[src/sv/dmwc_ram.sv]
`default_nettype none

module dmwc_ram #(
  parameter int DEPTH = 64,
  parameter int WIDTH = 32
) (
  input  wire logic                                    clk,
  input  wire logic                                    en,
  input  wire logic                                    we,
  input  wire logic [((DEPTH > 1) ? $clog2(DEPTH) : 1)-1:0] addr,
  input  wire logic [WIDTH-1:0]                        wdata,
  output logic      [WIDTH-1:0]                        rdata
);

  logic [WIDTH-1:0] mem [DEPTH];
  logic [WIDTH-1:0] rdata_r;

  always_ff @(posedge clk) begin
    if (en) begin
      if (we) begin
        mem[addr] <= wdata;
      end else begin
        rdata_r <= mem[addr];
      end
    end
  end

  assign rdata = rdata_r;

endmodule

`default_nettype wire

[config.mk]
export PLATFORM = sky130hd
export DESIGN_NAME = dmwc_ram
export DESIGN_NICKNAME = d
export VERILOG_FILES = /design/src/sv/dmwc_ram.sv
export SDC_FILE = /design/constraint.sdc
export NUM_CORES = 2
export LEC_CHECK = 0
export BUFFER_PORTS_ARGS = -buffer_cell sky130_fd_sc_hd__buf_2
export CORE_AREA = 2 2 317 632
export DETAILED_ROUTE_END_ITERATION = 7
export DIE_AREA = 0 0 319 634
export PLACE_DENSITY = 0.66
export SETUP_SLACK_MARGIN = 0.5
export SLEW_MARGIN = 15
export SYNTH_ARGS = -nofsm -noshare
export SYNTH_HDL_FRONTEND = slang
export SYNTH_SLANG_ARGS = --single-unit
[constraint.sdc]
create_clock -name clk -period 3.2 [get_ports clk]
set_input_delay 0 -clock clk [delete_from_list [all_inputs] [get_ports clk]]
set_output_delay 0 -clock clk [all_outputs]
set_load 0.02 [all_outputs]
==> results.yml <==
sta:
  hold_viol_final: 0
  fin_crit_ps: 2560
  rsz0062_at_grt: "false"
  max_freq_ghz: 0.390
  setup_viol_count_final: 0
  whs_ps: 16.7
  maxSlewHeadroom: 0.126
  maxSlewViolCount: 0
  period_share: 0.801
  skew_ps: 45.3
  worst_pin_slew_ps: 1300
setup_path:
  cp_cell_sequence: "a221oi_1, nor2_1, a211o_1, or4_1, or3_1"
  reg2reg_depth: 5
  endpoint_kind: "flip-flop"
  slowest_delay_ps: 730
  start_kind: "flip-flop"
  cp.required_ps: 3760
  critPathKind: "flip-flop to flip-flop"
  cpMaxStageDelayCell: "or4_1"
  path_max_fanout: 1
  crit_arrival_ps: 3120
grt:
  grt_pass1_wl_microns: 346000
  grt-ovfl-total: 0
  grt_max_degree: 73
  grt_usage: 0.241
  grt_pass1_vias: 45562
  antenna_found_initial: 25
power_and_ir_drop:
  powerDensity_nw_per_um2: 587
  ir_drop_uv: 367
  intPower_uw: 41500
  p_switching_uw: 11600
  p_leak_uw: 0.0285
  p_seq_frac: 0.568
  switching_share: 0.219
  power_frac_comb: 0.062
  pwr-share-clk: 0.370
die:
  start_util: 0.397
  dieArea_sq_um: 202000
  die_w_microns: 319
  pin_count: 73
  num_rows: 231
  dieHeight_microns: 634
  fp.coreArea_sq_um: 198000
clock_network:
  clk_latency_ps: 830
  clockBufferDepth: 4
  cts_buffers: 164
  cts_sinks: 2080
  clockRootBuffer: "clkbuf_16"
  ctsHtreeMaxLevel: 4
  clkTransAtPathRegs_ps: 70
  cts_setup_buffers: 0
  cts_tree: "yes"
route:
  first_iter_violations: 5365
  vias: 46057
  routed_via_density: 6.18
  drc: 0
  antenna_left: 0
  dr.pass1.iters: 6
  wl_per_cell_microns: 33.3
  routed_wl_microns: 248000
placed_design:
  io_buffers: 72
  dpl.hpwl_microns: 163000
  globalplace.congestion: 0.926
  dpl-instance-area_sq_um: 85000
synth:
  yosysWarnings: 0
  syn_inst: 4436
  ys_async_sr_fraction: 0
  synth-seq-cells: 2080
  synth-main-ff-cell: "edfxtp_1"
  syn-cell-area_sq_um: 78500
  synth_nets: 4477
  avgSynthCellArea_sq_um: 17.7
  ys_types: 54
  yosysSeqAreaShare: 0.796
  synth-edff-count: 2080
cells_and_area:
  area_growth_pct: 15.2
  nFillCells: 16716
  final_nets: 4794
  fin_area_sq_um: 90400
  drive_above_1_share: 0.171
min_path:
  min_path_cells: 1
  hold_path.class: "input port to flip-flop"
run_status:
  outcome: "complete, no violations"
run:
  max_cap_viol_count: 0
==> synth_stat cells (49+ instances only) <==
library cell | instances | area share
nor2_1 | 155 | 0.0074
buf_2 | 59 | 0.0038
nand2_1 | 117 | 0.0056
mux2_2 | 72 | 0.010
mux2i_1 | 242 | 0.031
edfxtp_1 | 2080 | 0.80
a22oi_1 | 477 | 0.046
o22ai_1 | 238 | 0.019
buf_1 | 53 | 0.0025
clkbuf_1 | 201 | 0.0096
a21oi_1 | 70 | 0.0045
o21ai_0 | 97 | 0.0062
nor3_1 | 49 | 0.0031
a221oi_1 | 166 | 0.019
==> final timing paths <==
kind	startpoint	endpoint	slack, ps
hold reg to reg	mem[23][3]$_DFFE_PP_	rdata[3]$_DFFE_PP_	750
hold / removal	wdata[8]	mem[53][8]$_DFFE_PP_	20
setup / recovery	mem[12][14]$_DFFE_PP_	rdata[14]$_DFFE_PP_	640
setup reg to reg	mem[12][14]$_DFFE_PP_	rdata[14]$_DFFE_PP_	640
==> cells in the final DEF, fill, tap and decap left out, types with 15 or more instances in the layout <==
master and count:
a211o_1 16, a211oi_1 17, a21oi_1 70, a221oi_1 166, a22o_1 29, a22oi_1 477
a311oi_1 16, a31oi_1 44, buf_12 76, buf_2 65, buf_4 296, clkbuf_1 32
clkbuf_16 166, clkinv_1 37, clkinv_2 20, diode_2 28, dlygate4sd3_1 40, edfxtp_1 2080
mux2_2 72, mux2i_1 242, nand2_1 113, nor2_1 84, nor2_4 69, nor3_1 49
nor4_1 15, o211ai_1 15, o21ai_0 91, o221ai_1 21, o22a_1 30, o22ai_1 238
or3_1 28
==> flip-flops by register name, summed over array words and instances, names as in the netlist <==
name,count
mem,2048
rdata,32
==> critical path, delay by kind of cell (launching register included) <==
kind               cells  cell delay, ps
and+or+nand+nor        3            1280
AOI/OAI and AO/OA      2             630
DFF                    1             370
==> stage by stage <==
stage / utilization / setup TNS [ps] / power, uW / std cells / worst slack (ps)
after floorplan: - / -556 / 32100 / 4436 / -2.17
after global placement: 0.430 / -298 / 33900 / 7108 / -298
after detailed placement: 0.430 / -446 / 33900 / 7108 / -377
after CTS: 0.457 / 0 / 53200 / 7423 / 522
after global routing: 0.457 / 0 / 54200 / 7449 / 526
final: 0.457 / 0 / 53100 / 7455 / 637
==> area by class of cell <==
| type | count | area, sq um | area share |
|---|---|---|---|
| antenna | 28 | 70.1 | 0.000775 |
| tap | 2563 | 3210 | 0.0355 |
| inverter | 3 | 12.5 | 0.000138 |
| timing repair buffer | 480 | 4510 | 0.0499 |
| multi-input combinational | 2024 | 15200 | 0.168 |
| clock inverter | 79 | 667 | 0.00737 |
| sequential | 2080 | 62500 | 0.691 |
| clock buffer | 198 | 4270 | 0.0473 |
==> logic make-up after synthesis <==
| family | Yosys count | share of synthesized area |
|---|---|---|
| multiplexers | 322 | 0.0435 |
| AO/OA/AOI/OAI | 1283 | 0.118 |
| buffers and inverters | 332 | 0.0180 |
| AND/OR/NAND/NOR | 419 | 0.0244 |
| flip-flops | 2080 | 0.796 |
==> power groups by stage <==
stage	clock network [uW]	registers (uW)	logic (uW)
2_1_floorplan	0	30800	1370
3_3_place_gp	0	30800	3120
3_5_place_dp	0	30800	3160
4_1_cts	19800	30200	3220
5_1_grt	20700	30100	3370
6_report	19700	30200	3270
==> layer usage <==
layer	share of wire	track usage
met4	0.089	0.188
met3	0.072	0.0317
met5	0.00022	0
met1	0.32	0.258
met2	0.52	0.430
==> repair_timing <==
action / CTS / global route
gates resized for setup: 0 / 2
hold buffers: 38 / 3
hold endpoints to repair: 902 / 192
setup endpoints to repair: 0 / 2
No activity file was read; power rests on OpenSTA's default activity.
