## src/sv/dmwc_pkg.sv

```systemverilog
`default_nettype none

package dmwc_pkg;

  localparam int ADDR_W     = 16;
  localparam int DATA_W     = 32;
  localparam int COST_W     = 16;
  localparam int TIME_W     = 32;
  localparam int WORD_BYTES = 4;
  localparam int WORD_AW    = 2;
  localparam int CFG_AW     = 4;
  localparam int CFG_DW     = 32;

  localparam logic [1:0] REG_MEM_RD_COST   = 2'd0;
  localparam logic [1:0] REG_MEM_WR_COST   = 2'd1;
  localparam logic [1:0] REG_CACHE_RD_COST = 2'd2;
  localparam logic [1:0] REG_CACHE_WR_COST = 2'd3;

  localparam logic [COST_W-1:0] MEM_RD_COST_RST   = 16'd100;
  localparam logic [COST_W-1:0] MEM_WR_COST_RST   = 16'd50;
  localparam logic [COST_W-1:0] CACHE_RD_COST_RST = 16'd1;
  localparam logic [COST_W-1:0] CACHE_WR_COST_RST = 16'd1;

  typedef struct packed {
    logic              func;
    logic [ADDR_W-1:0] byte_address;
    logic [DATA_W-1:0] write_data;
  } in_t;

  typedef struct packed {
    logic [DATA_W-1:0] read_data;
    logic              was_hit;
    logic              range_error;
    logic [TIME_W-1:0] elapsed_time;
  } out_t;

  typedef struct packed {
    logic [COST_W-1:0] memory_read_cost;
    logic [COST_W-1:0] memory_write_cost;
    logic [COST_W-1:0] cache_read_cost;
    logic [COST_W-1:0] cache_write_cost;
  } cost_t;

endpackage

`default_nettype wire

```

## src/sv/dmwc_cfg.sv

```systemverilog
`default_nettype none

module dmwc_cfg (
  input  wire logic                        clk,
  input  wire logic                        rst_n,
  input  wire logic                        psel,
  input  wire logic                        penable,
  input  wire logic                        pwrite,
  input  wire logic [dmwc_pkg::CFG_AW-1:0] paddr,
  input  wire logic [dmwc_pkg::CFG_DW-1:0] pwdata,
  output logic      [dmwc_pkg::CFG_DW-1:0] prdata,
  output logic                             pready,
  output dmwc_pkg::cost_t                  cost
);

  dmwc_pkg::cost_t cost_r;
  dmwc_pkg::cost_t cost_nxt;
  logic [1:0] reg_idx;
  logic       wr_en;

  assign reg_idx = paddr[3:2];
  assign wr_en   = psel && penable && pwrite;
  assign pready  = 1'b1;

  always_comb begin
    cost_nxt = cost_r;
    if (wr_en) begin
      case (reg_idx)
        dmwc_pkg::REG_MEM_RD_COST:   cost_nxt.memory_read_cost  = pwdata[15:0];
        dmwc_pkg::REG_MEM_WR_COST:   cost_nxt.memory_write_cost = pwdata[15:0];
        dmwc_pkg::REG_CACHE_RD_COST: cost_nxt.cache_read_cost   = pwdata[15:0];
        dmwc_pkg::REG_CACHE_WR_COST: cost_nxt.cache_write_cost  = pwdata[15:0];
        default: cost_nxt = cost_r;
      endcase
    end
  end

  always_ff @(posedge clk) begin
    if (!rst_n) begin
      cost_r.memory_read_cost  <= dmwc_pkg::MEM_RD_COST_RST;
      cost_r.memory_write_cost <= dmwc_pkg::MEM_WR_COST_RST;
      cost_r.cache_read_cost   <= dmwc_pkg::CACHE_RD_COST_RST;
      cost_r.cache_write_cost  <= dmwc_pkg::CACHE_WR_COST_RST;
    end else begin
      cost_r <= cost_nxt;
    end
  end

  always_comb begin
    case (reg_idx)
      dmwc_pkg::REG_MEM_RD_COST:   prdata = {16'd0, cost_r.memory_read_cost};
      dmwc_pkg::REG_MEM_WR_COST:   prdata = {16'd0, cost_r.memory_write_cost};
      dmwc_pkg::REG_CACHE_RD_COST: prdata = {16'd0, cost_r.cache_read_cost};
      dmwc_pkg::REG_CACHE_WR_COST: prdata = {16'd0, cost_r.cache_write_cost};
      default:                     prdata = '0;
    endcase
  end

  assign cost = cost_r;

endmodule

`default_nettype wire

```

## config.mk

```make
export PLATFORM = sky130hd
export DESIGN_NAME = dmwc_cfg
export DESIGN_NICKNAME = d
export VERILOG_FILES = /design/src/sv/dmwc_pkg.sv /design/src/sv/dmwc_cfg.sv
export SDC_FILE = /design/constraint.sdc
export NUM_CORES = 1
export LEC_CHECK = 0
export BUFFER_PORTS_ARGS = -buffer_cell sky130_fd_sc_hd__buf_2
export CAP_MARGIN = 20
export CORE_MARGIN = 2
export CORE_UTILIZATION = 35
export CTS_BUF_LIST = sky130_fd_sc_hd__clkbuf_16
export CTS_CLUSTER_SIZE = 30
export DETAILED_ROUTE_END_ITERATION = 12
export GPL_TIMING_DRIVEN = 1
export PLACE_DENSITY = 0.63
export SYNTH_ARGS = -nofsm -noshare
export SYNTH_HDL_FRONTEND = slang
export SYNTH_SLANG_ARGS = --single-unit
export TNS_END_PERCENT = 50
```

## constraint.sdc

```tcl
create_clock -name clk -period 2.8 [get_ports clk]
set_input_delay 0.14 -clock clk [delete_from_list [all_inputs] [get_ports clk]]
set_output_delay 0.14 -clock clk [all_outputs]
set_load 0.05 [all_outputs]
```

==> results.cfg, run 1 <==
[clock_tree]
cts_tree = built
cts_max_path_buffers = 2
numCtsBuffers = 9
htree_num_levels = 3
post_cts_buffers = 0
cts_root_buf = clkbuf_16
cts_hold_buf = 0
insertion_delay_ns = 0.32
clk_pin_slew_ns = 0.05
post_cts_resized = 0
clock-sinks = 64

[sta]
skew_ns = 0
hold_viol_final = 0
setup_viol = 0
whs_ns = 0.105
relSlewSlack_pct = 43.6
rsz0062_at_grt = no
period_share_pct = 63.1
fin_setup_tns_ns = 0
worstMarginPinSlew_ns = 0.839
clock.fmax_mhz = 566
maxSlewViolCount = 0
fin_crit_ns = 1.77

[route]
drt-initial-drc-count = 63
final_antenna_net_count = 0
drc = 0
wire_per_inst_um = 14.8
vias = 2308
routed_wl_mm = 7.19
via_per_inst = 4.77
drt_pre_antenna_iters = 4

[grt]
antenna_found_initial = 0
grt_pass1_vias = 2169
grt_start_max_net_pins = 43
grt_first_pass_wirelength_mm = 11.2
grt-ovfl-total = 0
grt_use_total_pct = 16.3

[synthesis]
ys_warn_count = 0
synth-seq-cells = 64
syn_avg_cell_area_um2 = 10.7
synth_area_leaders = dfxtp_1 (43%), mux2i_1 (20%), mux4_2 (12%)
synth_cell_types = 22
synthSimpleGateAreaFrac_pct = 13.3
synth_fa_ha_area_share_pct = 0
synth_top_area_share_pct = 43.1
synth_compound_area_share_pct = 1.52
synthMuxAreaShare_pct = 32.3
synth_top_family_by_area = multiplexers
ys_seq_area_share_pct = 43.1
synthesis.area_mm2 = 0.00297
synth-xor-area-share_pct = 0
yosysTopAreaCell = dfxtp_1
synth_cells = 278

[floorplan]
design.die.area_mm2 = 0.00925
die_width_um = 96.2
coreArea_mm2 = 0.00822
die_y_um = 96.2
start_util_pct = 36.2
rows = 33
pin_count = 138

[place]
portBuffers = 102
gp_congestion = 0.696
dp_cells = 468
detailedPlacementHpwl_mm = 5.07

[layout]
nFillCells = 807
fin_cells = 484
diodes = 0
drive_gt1_share_pct = 37.7
final_nets = 415
multi_input_area_mm2 = 0.00148
syn2layout_area_growth_pct = 25.5
largest_reg_flops = 64
ff_latch_area_mm2 = 0.00128

[worst_setup_path]
startpoint_type = primary input
path_max_fanout = 17
worst_ep_required_time_ns = 2.66
crit_path_end_kind = output port
worst-endpoint-arrival_ns = 1.63
critical_path_class = in -> out

[run_status]
outcome = finished, final reports clean

[pwr]
p_leak_nw = 1.84
peakVddDrop_v = 0.000233
powerDensity_mw_per_mm2 = 577

[worst_hold_path]
hold_class = in -> reg

[job]
max_cap_viol_count = 0
-- power by group --
| group | leakage (nW) | switching (mW) | total [mW] | internal [mW] |
|---|---|---|---|---|
| clock | 0.139 | 0.370 | 0.951 | 0.581 |
| combinational | 1.18 | 0.200 | 0.265 | 0.0660 |
| sequential | 0.517 | 0.00914 | 0.934 | 0.925 |
-- cells by family after synthesis --
| logic type | Yosys count |
|---|---|
| and+or+nand+nor | 88 |
| muxes | 76 |
| buffers and inverters | 42 |
| AOI/OAI and AO/OA | 6 |
| DFF | 64 |
| other | 2 |
-- metal layers --
metal | GRT usage (%) | part of all wire (%)
met5 | 0 | 0
met4 | 8.45 | 2.3
met3 | 4.15 | 6.3
met2 | 25.9 | 48
met1 | 20.4 | 44
-- worst max-delay path, stage by stage --
cell,delay [ns]
buf_2,0.41
buf_4,0.31
mux4_2,0.52
buf_2,0.23
-- final timing paths --
check | start | to | slack (ns) | cells after the start
setup / recovery | paddr[3] | prdata[6] | 1.03 | 4
hold / removal | pwdata[6] | cost[54] | 0.10 | 3
setup reg to reg | cost[54] | cost[54] | 2.14 | 2
hold reg to reg | cost[38] | cost[38] | 0.47 | 2
-- cell usage after synthesis --
| master | instances |
|---|---|
| nand4b_1 | 2 |
| dfxtp_1 | 64 |
| nor3b_2 | 1 |
| nand3b_1 | 1 |
| nor3_1 | 1 |
| buf_4 | 22 |
| buf_2 | 2 |
| o31ai_1 | 2 |
| nor3b_1 | 1 |
| buf_12 | 1 |
| and3_2 | 1 |
| conb_1 | 2 |
| buf_6 | 3 |
| o211ai_1 | 4 |
| inv_1 | 4 |
| or3_4 | 1 |
| nor2b_1 | 6 |
| mux4_2 | 16 |
| nand2_1 | 72 |
| mux2i_1 | 60 |
| clkbuf_1 | 10 |
| nand3_2 | 2 |
-- layout by cell type, fill, tap and decap left out --
cell type / instances
clkbuf_16: 9
nand2_1: 72
buf_4: 5
buf_12: 1
clkinv_1: 1
nor3_1: 1
dfxtp_1: 64
inv_1: 6
nand3b_1: 1
mux4_2: 16
clkinv_2: 4
buf_2: 102
or3_4: 1
and3_2: 1
o31ai_1: 2
nand3_2: 2
nor2b_1: 6
nor3b_2: 1
o211ai_1: 4
nor3b_4: 1
nand4b_1: 2
conb_1: 17
mux2i_1: 60
-- area by class of cell --
type	count	share of cell area, %
clock inverters	7	0.839
repair buffers	108	15.2
flip-flops and latches	64	34.4
inverters	4	0.403
clock buffers	9	6.04
well taps	105	3.52
multi-input cells	187	39.6
-- through the flow --
stage	utilization, %	area [um^2]	total power [mW]	worst slack [ns]
2_1_floorplan	-	3030	1.18	1.49
3_3_place_gp	42.3	3470	1.22	0.947
3_5_place_dp	42.3	3470	1.22	0.907
4_1_cts	45.4	3730	2.17	0.977
5_1_grt	45.4	3730	2.24	0.945
6_report	45.4	3730	2.15	1.03
No activity file was read; power rests on OpenSTA's default activity.
==> run 2: changes to the inputs <==
clock period = 1.8 ns   (was 2.8 ns; I/O delays follow)
==> run 2 against run 1 <==
- global-route usage shrank 0.096 points
- design area grew 1.4%
- via count shrank 0.22%
- critical path type unchanged
- critical endpoint is now prdata[1]
- largest power group unchanged
- highest routed layer unchanged
==> results.cfg, run 2 (synthesized netlist as in run 1, its figures left out) <==
[run_status]
outcome = finished, final reports clean

[grt]
grt-ovfl-total = 0
antenna_found_initial = 0
grt_first_pass_wirelength_mm = 11.1
grt_start_max_net_pins = 83
grt_use_total_pct = 16.3
grt_pass1_vias = 2131

[worst_setup_path]
r2r_start = cost[33]
worst_r2r_endpoint = cost[33]
rr_worst_depth = 2
path_max_fanout = 19
crit_end = prdata[1]
startpoint_type = primary input
worst-endpoint-arrival_ns = 1.52
critical_path_class = in -> out
crit_path_end_kind = output port
critPathLaunch = paddr[3]
worst_ep_required_time_ns = 1.71
reg2reg_slack_ns = 1.14

[floorplan]
start_util_pct = 36.2
pin_count = 138
die_width_um = 96.2
design.die.area_mm2 = 0.00925
rows = 33
coreArea_mm2 = 0.00822
die_y_um = 96.2

[clock_tree]
cts_max_path_buffers = 2
clock-sinks = 64
post_cts_buffers = 0
numCtsBuffers = 9
clk_pin_slew_ns = 0.05
insertion_delay_ns = 0.32
cts_hold_buf = 0
cts_tree = built
post_cts_resized = 0
htree_num_levels = 3
cts_root_buf = clkbuf_16

[layout]
largest_reg_flops = 64
design_area_mm2 = 0.00378
final_common_cell = buf_2
fin_util_pct = 46.0
final_cell_mix = buf_2 (102), nand2_1 (72), dfxtp_1 (64)
drive_gt1_share_pct = 38.1
diodes = 0
syn2layout_area_growth_pct = 27.3
final_nets = 419

[route]
dr_wl_met2_mm = 3.46
via_per_inst = 4.72
drc = 0
wire_per_inst_um = 15.1
drt_pre_antenna_iters = 4
dr.max_layer_used = met4
drt-initial-drc-count = 93
routed_wl_mm = 7.36
vias = 2303
wl_met3_um = 429
final_antenna_net_count = 0
wl_met1_mm = 3.33

[sta]
period_share_pct = 89.6
hold_viol_final = 0
setup_viol = 0
worstMarginPinSlew_ns = 0.760
fin_crit_ns = 1.61
relSlewSlack_pct = 49.0
maxSlewViolCount = 0
rsz0062_at_grt = no
skew_ns = 0
clock.fmax_mhz = 620
fin_setup_tns_ns = 0

[pwr]
powerDensity_mw_per_mm2 = 922
p_leak_nw = 1.87
p_total_mw = 3.49
peakVddDrop_v = 0.000488

[place]
placed_area_mm2 = 0.00350
detailedPlacementHpwl_mm = 5.06
gp_congestion = 0.728
portBuffers = 102

[job]
max_cap_viol_count = 0

[worst_hold_path]
hold_class = in -> reg
-- run 2: cell types whose count changed in the layout (fill, tap and decap cells not counted), sizes merged --
cell and change:
buf +4, clkinv -1, bufinv +1
-- run 2: worst max-delay path: stages --
cell    delay [ns]
buf_2         0.51
buf_4         0.28
buf_4         0.13
mux4_2        0.29
buf_2         0.23
-- run 2: cell type report --
cell class,count,area [um^2]
clock buffers,9,225
flip-flops and latches,64,1280
inverters,4,15.0
multi-input cells,187,1480
fillers,796,4430
repair buffers,112,598
clock inverters,7,55.1
well taps,105,131
-- run 2: stage by stage --
stage          cells  hold WS, ns  worst slack [ns]
3_3_place_gp     472        0.381             0.169
4_1_cts          488       0.0494             0.177
5_1_grt          488       0.0629             0.121
6_report         488       0.0604             0.187
2_1_floorplan    293        0.252             0.557
3_5_place_dp     472        0.388             0.121
-- run 2: power by group --
part | internal, mW | switching [mW]
combinational | 0.106 | 0.313
clock | 1.04 | 0.572
sequential | 1.44 | 0.0143
total | 2.59 | 0.899
-- run 2: worst min path at each step --
stage                     slack (ns)  depth (start not counted)       end       from
after floorplan                 0.25                          2  cost[32]  pwdata[0]
after global placement          0.38                          3  cost[53]  pwdata[5]
after detailed placement        0.39                          3  cost[54]  pwdata[6]
after CTS                       0.05                          3  cost[54]  pwdata[6]
after global routing            0.06                          3  cost[50]  pwdata[2]
final                           0.06                          3  cost[50]  pwdata[2]
-- run 2: layer usage --
metal  track usage [%]  up-vias
met5                 0        -
met4              8.21        0
met3              3.84        8
met2              25.6       69
met1              20.7     1105
li1                  -     1121
